$ cat src/hw/rtl/shp_pkg.sv
// Package for the segment header parser: field widths, segment type codes,
// parser phase encoding and the result record type.
// No dependencies.
package shp_pkg;

    localparam int MAX_SDNV_BYTES = 9;
    localparam int SDNV_CNT_W     = 4;
    localparam int VALUE_W        = 63;
    localparam int RESULT_W       = 80;

    localparam logic [SDNV_CNT_W-1:0] SDNV_CNT_MAX  = SDNV_CNT_W'(MAX_SDNV_BYTES);
    localparam logic [SDNV_CNT_W-1:0] SDNV_CNT_SAT  = SDNV_CNT_W'(MAX_SDNV_BYTES + 1);
    localparam logic [VALUE_W-1:0]    VALUE_ALL_ONE = {VALUE_W{1'b1}};

    // Segment type codes (upper nibble of the header byte)
    localparam logic [3:0] TYPE_DATA      = 4'd1;
    localparam logic [3:0] TYPE_ACK       = 4'd2;
    localparam logic [3:0] TYPE_REFUSE    = 4'd3;
    localparam logic [3:0] TYPE_KEEPALIVE = 4'd4;
    localparam logic [3:0] TYPE_SHUTDOWN  = 4'd5;

    typedef enum logic [2:0] {
        PH_HEADER = 3'b001,
        PH_REASON = 3'b010,
        PH_SDNV   = 3'b100
    } phase_t;

    // First member lands in the top bits: seg_type ends up in the lowest bits
    typedef struct packed {
        logic               overflow;
        logic [VALUE_W-1:0] field_value;
        logic [7:0]         shut_reason;
        logic [3:0]         seg_flags;
        logic [3:0]         seg_type;
    } result_t;

endpackage

$ cat src/hw/rtl/shp_in_reg.sv
// Input register of the segment header parser: holds one accepted byte
// until the parse stage consumes it. Depends on shp_pkg (import only).
module shp_in_reg (
    input  logic       aclk,
    input  logic       aresetn,
    input  logic       s_tvalid,
    output logic       s_tready,
    input  logic [7:0] s_tdata,
    input  logic       consume,
    output logic       byte_valid,
    output logic [7:0] byte_data
);
    import shp_pkg::*;

    logic       valid_reg;
    logic [7:0] data_reg;

    // Take a new byte when empty or when the held one moves on this cycle
    assign s_tready   = !valid_reg || consume;
    assign byte_valid = valid_reg;
    assign byte_data  = data_reg;

    always_ff @(posedge aclk) begin
        if (!aresetn) begin
            valid_reg <= 1'b0;
        end else if (s_tready) begin
            valid_reg <= s_tvalid;
        end
    end

    // Load payload on each transaction
    always_ff @(posedge aclk) begin
        if (s_tvalid && s_tready) begin
            data_reg <= s_tdata;
        end
    end

endmodule

$ cat src/hw/rtl/shp_core.sv
// Parse stage of the segment header parser: header decode, reason capture
// and SDNV accumulation, one byte per cycle while step is high. Depends on shp_pkg.
module shp_core (
    input  logic            aclk,
    input  logic            aresetn,
    input  logic            step,
    input  logic [7:0]      byte_data,
    output logic            emit,
    output shp_pkg::result_t result
);
    import shp_pkg::*;

    phase_t                phase_reg,    phase_next;
    logic [3:0]            type_reg,     type_next;
    logic [3:0]            flags_reg,    flags_next;
    logic [7:0]            reason_reg,   reason_next;
    logic [VALUE_W-1:0]    acc_reg,      acc_next;
    logic [SDNV_CNT_W-1:0] cnt_reg,      cnt_next;
    logic                  ovf_reg,      ovf_next;

    logic [VALUE_W-1:0]    sdnv_acc;
    logic [SDNV_CNT_W-1:0] sdnv_cnt;
    logic                  sdnv_ovf;
    logic [3:0]            hdr_type;

    assign hdr_type = byte_data[7:4];

    // Shift in seven value bits, or saturate once the byte budget is spent
    always_comb begin
        if (cnt_reg < SDNV_CNT_MAX) begin
            sdnv_acc = {acc_reg[VALUE_W-8:0], byte_data[6:0]};
            sdnv_cnt = cnt_reg + SDNV_CNT_W'(1);
            sdnv_ovf = ovf_reg;
        end else begin
            sdnv_acc = VALUE_ALL_ONE;
            sdnv_cnt = SDNV_CNT_SAT;
            sdnv_ovf = 1'b1;
        end
    end

    // Next state and result record
    always_comb begin
        phase_next  = phase_reg;
        type_next   = type_reg;
        flags_next  = flags_reg;
        reason_next = reason_reg;
        acc_next    = acc_reg;
        cnt_next    = cnt_reg;
        ovf_next    = ovf_reg;
        emit        = 1'b0;
        result      = '0;
        case (phase_reg)
            PH_REASON: begin
                reason_next = byte_data;
                phase_next  = PH_SDNV;
            end
            PH_SDNV: begin
                if (byte_data[7]) begin
                    acc_next = sdnv_acc;
                    cnt_next = sdnv_cnt;
                    ovf_next = sdnv_ovf;
                end else begin
                    emit               = 1'b1;
                    result.seg_type    = type_reg;
                    result.seg_flags   = flags_reg;
                    result.shut_reason = (type_reg == TYPE_SHUTDOWN) ? reason_reg : 8'd0;
                    result.field_value = sdnv_acc;
                    result.overflow    = sdnv_ovf;
                    phase_next  = PH_HEADER;
                    type_next   = '0;
                    flags_next  = '0;
                    reason_next = '0;
                    acc_next    = '0;
                    cnt_next    = '0;
                    ovf_next    = 1'b0;
                end
            end
            default: begin
                // Header byte: start a fresh segment
                reason_next = '0;
                acc_next    = '0;
                cnt_next    = '0;
                ovf_next    = 1'b0;
                type_next   = hdr_type;
                flags_next  = byte_data[3:0];
                if (hdr_type == TYPE_DATA || hdr_type == TYPE_ACK) begin
                    phase_next = PH_SDNV;
                end else if (hdr_type == TYPE_SHUTDOWN) begin
                    phase_next = PH_REASON;
                end else begin
                    // Refuse, keepalive and unknown types end at the header
                    emit             = 1'b1;
                    result.seg_type  = hdr_type;
                    result.seg_flags = byte_data[3:0];
                    phase_next = PH_HEADER;
                    type_next  = '0;
                    flags_next = '0;
                end
            end
        endcase
    end

    // Advance the parse state on each consumed byte
    always_ff @(posedge aclk) begin
        if (!aresetn) begin
            phase_reg  <= PH_HEADER;
            type_reg   <= '0;
            flags_reg  <= '0;
            reason_reg <= '0;
            acc_reg    <= '0;
            cnt_reg    <= '0;
            ovf_reg    <= 1'b0;
        end else if (step) begin
            phase_reg  <= phase_next;
            type_reg   <= type_next;
            flags_reg  <= flags_next;
            reason_reg <= reason_next;
            acc_reg    <= acc_next;
            cnt_reg    <= cnt_next;
            ovf_reg    <= ovf_next;
        end
    end

endmodule

$ cat src/hw/rtl/shp_out_reg.sv
// Result register of the segment header parser: holds one finished record
// until the downstream side takes it. Depends on shp_pkg.
module shp_out_reg (
    input  logic                      aclk,
    input  logic                      aresetn,
    input  logic                      load,
    input  shp_pkg::result_t          result,
    output logic                      can_load,
    output logic                      m_tvalid,
    input  logic                      m_tready,
    output logic [shp_pkg::RESULT_W-1:0] m_tdata
);
    import shp_pkg::*;

    logic    valid_reg;
    result_t data_reg;

    // Free when empty or when the held record leaves this cycle
    assign can_load = !valid_reg || m_tready;
    assign m_tvalid = valid_reg;
    assign m_tdata  = data_reg;

    always_ff @(posedge aclk) begin
        if (!aresetn) begin
            valid_reg <= 1'b0;
        end else if (can_load) begin
            valid_reg <= load;
        end
    end

    // Hold the record until its transaction completes
    always_ff @(posedge aclk) begin
        if (can_load && load) begin
            data_reg <= result;
        end
    end

endmodule

$ cat src/hw/rtl/segment_header_parser_top.sv
// Segment header parser for a delay-tolerant convergence-layer byte stream.
// Takes one byte per transaction and returns one record per finished
// header; a byte passes input register, parse stage and result register
// before its record appears. One byte is taken every cycle while the result
// side keeps up; the result register frees in the same cycle its record is
// taken, so ready chains back from m_tready through the parse stage to
// s_tready.
// Depends on shp_pkg, shp_in_reg, shp_core and shp_out_reg.
module segment_header_parser_top (
    input  logic                         aclk,
    input  logic                         aresetn,
    input  logic                         s_tvalid,
    output logic                         s_tready,
    input  logic [7:0]                   s_tdata,   // [7:0] in_byte
    output logic                         m_tvalid,
    input  logic                         m_tready,
    // [3:0] seg_type, [7:4] seg_flags, [15:8] shut_reason,
    // [78:16] field_value, [79] overflow
    output logic [shp_pkg::RESULT_W-1:0] m_tdata
);
    import shp_pkg::*;

    logic       byte_valid;
    logic [7:0] byte_data;
    logic       out_free;
    logic       step;
    logic       emit;
    result_t    result;

    // Consume the held byte when the result register can take its record
    assign step = byte_valid && out_free;

    shp_in_reg u_in (
        .aclk       (aclk),
        .aresetn    (aresetn),
        .s_tvalid   (s_tvalid),
        .s_tready   (s_tready),
        .s_tdata    (s_tdata),
        .consume    (step),
        .byte_valid (byte_valid),
        .byte_data  (byte_data)
    );

    shp_core u_core (
        .aclk      (aclk),
        .aresetn   (aresetn),
        .step      (step),
        .byte_data (byte_data),
        .emit      (emit),
        .result    (result)
    );

    shp_out_reg u_out (
        .aclk     (aclk),
        .aresetn  (aresetn),
        .load     (step && emit),
        .result   (result),
        .can_load (out_free),
        .m_tvalid (m_tvalid),
        .m_tready (m_tready),
        .m_tdata  (m_tdata)
    );

endmodule

$ cat config.mk
export PLATFORM = sky130hd
export DESIGN_NAME = segment_header_parser_top
export DESIGN_NICKNAME = d
export VERILOG_FILES = /design/src/hw/rtl/shp_pkg.sv /design/src/hw/rtl/shp_in_reg.sv /design/src/hw/rtl/shp_core.sv /design/src/hw/rtl/shp_out_reg.sv /design/src/hw/rtl/segment_header_parser_top.sv
export SDC_FILE = /design/constraint.sdc
export NUM_CORES = 1
export LEC_CHECK = 0
export BUFFER_PORTS_ARGS = -buffer_cell sky130_fd_sc_hd__buf_2
export CORE_UTILIZATION = 51
export DETAILED_ROUTE_END_ITERATION = 16
export GPL_ROUTABILITY_DRIVEN = 0
export PLACE_DENSITY = 0.75
export SLEW_MARGIN = 10
export SYNTH_ARGS = -nofsm -noshare
export SYNTH_HDL_FRONTEND = slang
export SYNTH_SLANG_ARGS = --single-unit
$ cat constraint.sdc
create_clock -name aclk -period 5.4 [get_ports aclk]
set_input_delay 1.08 -clock aclk [delete_from_list [all_inputs] [get_ports aclk]]
set_output_delay 1.08 -clock aclk [all_outputs]
set_load 0.03 [all_outputs]
Word level (Yosys, flattened, before mapping). Index checks and enable logic that the tools add are counted.

Output and inout port bits: 82. Input port bits: 12. Word-level logic and storage cells: 71. Register bits after elaboration: 170.

Magnitude comparators: 1. Bitwise logic cells: 3. Add/sub/neg operators: 1. Equal/unequal tests: 7. Reductions and logical operators: 14. Muxes and demuxes: 30.

Operators with widths (number): one-hot mux 56 bit (2 select lines) (1); two-way mux 63 bit (1); two-way mux 56 bit (1); two-way mux 8 bit (4); one-hot mux 8 bit (2 select lines) (2); two-way mux 4 bit (7); one-hot mux 4 bit (2 select lines) (3); == test 4 x 3 -> 1 bit, second input constant (2); two-way mux 3 bit (2); one-hot mux 3 bit (2 select lines) (1); two-way mux 1 bit (5); adder 4 x 1 -> 4 bit, second input constant (1); == test 4 x 1 -> 1 bit, second input constant (1); == test 4 x 2 -> 1 bit, second input constant (1); logical AND 1 bit (4); less-than comparator 4 bit, second input constant (1); one-hot mux 1 bit (2 select lines) (2); AND reduction 2 bit (2); == test 3 x 2 -> 1 bit, second input constant (1); == test 3 bit, second input constant (1); logical OR 1 bit (3); inverter 1 bit (3); AND reduction 3 bit (1); OR reduction 3 bit (1); 4 further kinds (5).

Longest topological paths before layout.
Depth after elaboration: 6. Gate-level depth with buffers: 7. Gate-level depth less buffers: 5.

By module. A second synthesis with hierarchy kept.

Cell total of the unflattened synthesis: 514. Area total of the unflattened synthesis: 6438.7 um2.

By module, submodules not included: shp_core (area each 3668.5 um2, instances 1, seq. area each 1601.5 um2, cells each 414); shp_out_reg (area each 2459.9 um2, instances 1, seq. area each 2422.3 um2, cells each 85); shp_in_reg (area each 297.8 um2, instances 1, seq. area each 260.2 um2, cells each 13); segment_header_parser_top (area each 12.5 um2, instances 1, seq. area each 0.0 um2, cells each 2).

Worst setup path before layout. Ideal clock, no wire load.

Path kind: register -> register. Start: reg u_in.data_reg[5] (netlist: u_in.byte_data[5]). End: reg u_out.data_reg (netlist bit u_out.m_tdata[0]), enable pin. Clock period less this slack: 5.244 ns. Buffers on the path: 1. Arrival time: 4.725 ns. Cell stages (with the launch flop): 6. Path slack: 0.156 ns. Library setup time: 0.519 ns. Required time: 4.881 ns. Cells stage by stage: edfxtp_1 > clkbuf_1 > nor4b_1 > a211oi_1 > nor2_1 > nor2_1.

Cells in the longest elaborated chain, start to end: 6. Elaborated cells on any way between the ends: 9. Classes of those cells: 3 x eq/ne; 3 x mux; 3 x reduce/logical.

RTL lines: from (decl) (line shp_in_reg.sv:16) `logic [7:0] data_reg;`; from (signal assigned) (line shp_in_reg.sv:34) `data_reg <= s_tdata;`; == test 4 x 3 -> 1 bit, or another cell as far along (line shp_core.sv:88) `end else if (hdr_type == TYPE_SHUTDOWN) begin`; two-way mux 1 bit or logical OR 1 bit (tied branches) (line shp_core.sv:88, shp_core.sv:86); two-way mux 1 bit * (line shp_core.sv:86) `if (hdr_type == TYPE_DATA || hdr_type == TYPE_ACK) begin`; one-hot mux 1 bit (2 select lines) * (line shp_core.sv:52) `case (phase_reg)`; logical AND 1 bit * (line segment_header_parser_top.sv:56) `.load (step && emit),`; logical AND 1 bit * (line shp_out_reg.sv:33) `if (can_load && load) begin`; to (signal assigned) (line shp_out_reg.sv:34) `data_reg <= result;`; to (decl) (line shp_out_reg.sv:16) `result_t data_reg;`.

Every way passes the cells marked *; elsewhere a longest branch is shown, timed or not. A chain may end at the register's enable or synchronous reset.

Worst setup path in the final report.
Start: in m_tready. End: reg u_core.type_reg[0].

Cells in the longest elaborated chain, start to end: 3.

RTL lines: from (decl) (line segment_header_parser_top.sv:16) `input logic m_tready,`; logical OR 1 bit (line shp_out_reg.sv:19) `assign can_load = !valid_reg || m_tready;`; logical AND 1 bit (line segment_header_parser_top.sv:31) `assign step = byte_valid && out_free;`; AND reduction 3 bit (no source line); to (signal assigned) (line shp_core.sv:115) `type_reg <= type_next;`; to (decl) (line shp_core.sv:14) `logic [3:0] type_reg, type_next;`.

Every way passes these cells.

==> qor.yml <==
status: "completed"
worst_setup_path_end_kind: "register"
worstMarginPinSlew_ps: 1210
ys_seq_elements: 170
fin_area_sq_mm: 0.00776
start_kind: "input pin"
crit_type: "input pin to register"
fin_util: 0.635
syn_area_per_cell_sq_um: 10.2
wl_per_cell_um: 15.4
ys_types: 41
clk_latency_ps: 430
slowest_stage: "or3_2"
fin_crit_sh: 0.587
dieArea_sq_mm: 0.0132
cts_tree: "built"
p_per_area_mw_per_mm2: 382
drv_slew: 0
portBuffers: 93
nets: 718
worst-path-max-fanout: 64
max_clock_freq_mhz: 316
htree_num_levels: 4
synth_top_cell_by_area: "edfxtp_1"
ff2ff_path_depth: 5
row_count: 40
core-area_sq_mm: 0.0122
clockBufferDepth: 2
finalHoldViolCount: 0
crit_arrival_ps: 3510
io-pin-count: 94
switchingPower_uw: 623
synth_ff_type: "edfxtp_1"
p_leak_nw: 2.69
largest_reg_flops: 80
rsz0062_at_grt: "false"
cts_sinks: 170
p_int_mw: 2.34
grt_pass1_vias: 4380
clock-skew-final_ps: 8.73
cp_cell_sequence: "buf_2 -> nor2b_1 -> or3_2 -> o21ai_1 -> a2bb2oi_1"
first_iter_violations: 480
grt_max_degree: 83
yosys_warnings: 0
syn_area_sq_mm: 0.00651
vias: 4855
placed_cell_area_sq_mm: 0.00707
seqPwrFrac: 0.478
whs_ps: 456
area_growth_pct: 19.1
drive_above_1_share: 0.191
drtPass1Iterations: 6
clkPwrFrac: 0.471
fp.dieW_um: 115
globalRouteTotalUtil: 0.212
die_y_um: 115
post_cts_buffers: 0
p_comb_frac: 0.052
cp.required_ps: 5740
via_per_inst: 5.49
routed_wirelength_mm: 13.6
ir_worst_vdd_mv: 0.175
start_util: 0.533
cts_made_buffers: 17
power_mw: 2.96
drc_errors: 0
ys_top_cells_by_area: "edfxtp_1 (41%), dfxtp_1 (25%), nor2_1 (8.1%), a21oi_1 (5.3%), nand2_1 (4.0%)"
min_period_ps: 3170
maxSlewHeadroom: 0.196
setup_violations: 0
synth_cells: 636
critPathMaxStageDelay_ps: 980
fillerInstances: 981
path_clk_slew_ps: 60
synth_edf_count: 88
timing.max_cap.violations: 0
worstHoldPathCells: 2
swShare: 0.210
n_antenna_cell: 0
cts_hold_buf: 0
synth_fp_nets: 650
netlist.area_leader.share: 0.406
synthArstFlopShare: 0
setup_tns_ps: 0
hpwl_mm: 8.16
grt-ovfl-total: 0
yosysSeqAreaShare: 0.658
antenna_found_initial: 0
clock-root-buffer: "clkbuf_16"
cts_resized: 0
grt_pass1_wl_mm: 21.5
ant_nets: 0
worst_hold_path_type: "register to register"
[path summary, 6_finish.rpt]
check                                    startpoint                           endpoint  slack [ps]
hold / removal    u_core.reason_reg[1]$_SDFFE_PN0P_  u_core.reason_reg[1]$_SDFFE_PN0P_         460
setup / recovery                           m_tready    u_core.type_reg[0]$_SDFFE_PN0P_        2230
hold reg to reg   u_core.reason_reg[1]$_SDFFE_PN0P_  u_core.reason_reg[1]$_SDFFE_PN0P_         460
setup reg to reg        u_in.byte_data[5]$_DFFE_PP_    u_out.m_tdata[53]$_SDFFCE_PP0P_        2260
[power by group through the flow]
stage	clock network, mW	registers [mW]	logic, mW
floorplan	0	1.49	0.0621
global placement	0	1.44	0.148
detailed placement	0	1.44	0.152
CTS	1.40	1.41	0.153
global route	1.45	1.42	0.163
finish	1.39	1.41	0.153
[cell usage in the layout, fill, tap and decap left out, types with 4 or more instances in the layout]
master / netlist / routed
a22o_1: 7 / 7
nor2_1: 141 / 140
o211ai_1: 16 / 16
buf_2: 5 / 93
edfxtp_1: 88 / 88
bufinv_16: 0 / 6
buf_4: 0 / 4
a32o_1: 4 / 4
clkbuf_16: 0 / 17
o21ai_1: 7 / 7
nand2_1: 69 / 69
dfxtp_1: 82 / 82
and2_1: 10 / 10
a21oi_1: 69 / 69
o21ai_0: 41 / 41
nand3_1: 7 / 7
inv_1: 5 / 5
[final cells by class]
cell class | instances | area, sq um | area share
clock buffer | 22 | 474 | 0.0611
clock inverter | 10 | 210 | 0.0271
inverter | 7 | 26.3 | 0.00339
multi-input combinational | 411 | 2060 | 0.265
sequential | 170 | 4280 | 0.552
tap | 168 | 210 | 0.0271
timing repair buffer | 97 | 495 | 0.0639
[routing by layer]
metal  GRT usage  part of all wire  vias up
met5           0                 0        -
met4      0.0823             0.018        0
met3      0.0432             0.049       26
met2       0.343              0.49      144
met1       0.281              0.44     2346
li1            -                 -     2339
[logic make-up after synthesis]
| kind of cell | synth area share |
|---|---|
| muxes | 0.00461 |
| AOI/OAI and AO/OA | 0.134 |
| and+or+nand+nor | 0.165 |
| DFF | 0.658 |
| buffers and inverters | 0.0327 |
| adders and majority gates | 0.00384 |
| xor gates and xnor gates | 0.00269 |
[critical path: cells and delay by family]
family                 cells  cell delay (ps)
buffers and inverters      1              100
AND/OR/NAND/NOR            2             1500
AO/OA/AOI/OAI              2              820
[synthesized netlist by cell type (2+ instances only)]
| cell | number |
|---|---|
| and2_1 | 10 |
| clkbuf_1 | 43 |
| inv_1 | 5 |
| nor2_1 | 141 |
| nand3_1 | 7 |
| nand2_1 | 69 |
| nand4_1 | 3 |
| edfxtp_1 | 88 |
| o211ai_1 | 16 |
| or3_1 | 2 |
| a2bb2oi_1 | 3 |
| a22o_1 | 7 |
| o21ai_1 | 7 |
| dfxtp_1 | 82 |
| ha_1 | 2 |
| nor3_1 | 2 |
| xor2_1 | 2 |
| o21ai_0 | 41 |
| nand2b_1 | 3 |
| a21oi_1 | 69 |
| a32o_1 | 4 |
| nor2_2 | 2 |
| nor3b_1 | 3 |
| inv_2 | 2 |
| mux2i_1 | 3 |
| buf_2 | 5 |
[per-stage QoR]
stage	worst slack, ps	instances
after global routing	2050	885
after detailed placement	1920	853
after global placement	2040	853
after floorplan	156	636
after CTS	2300	885
final	2230	885
Power figures use the tool's default switching activity.
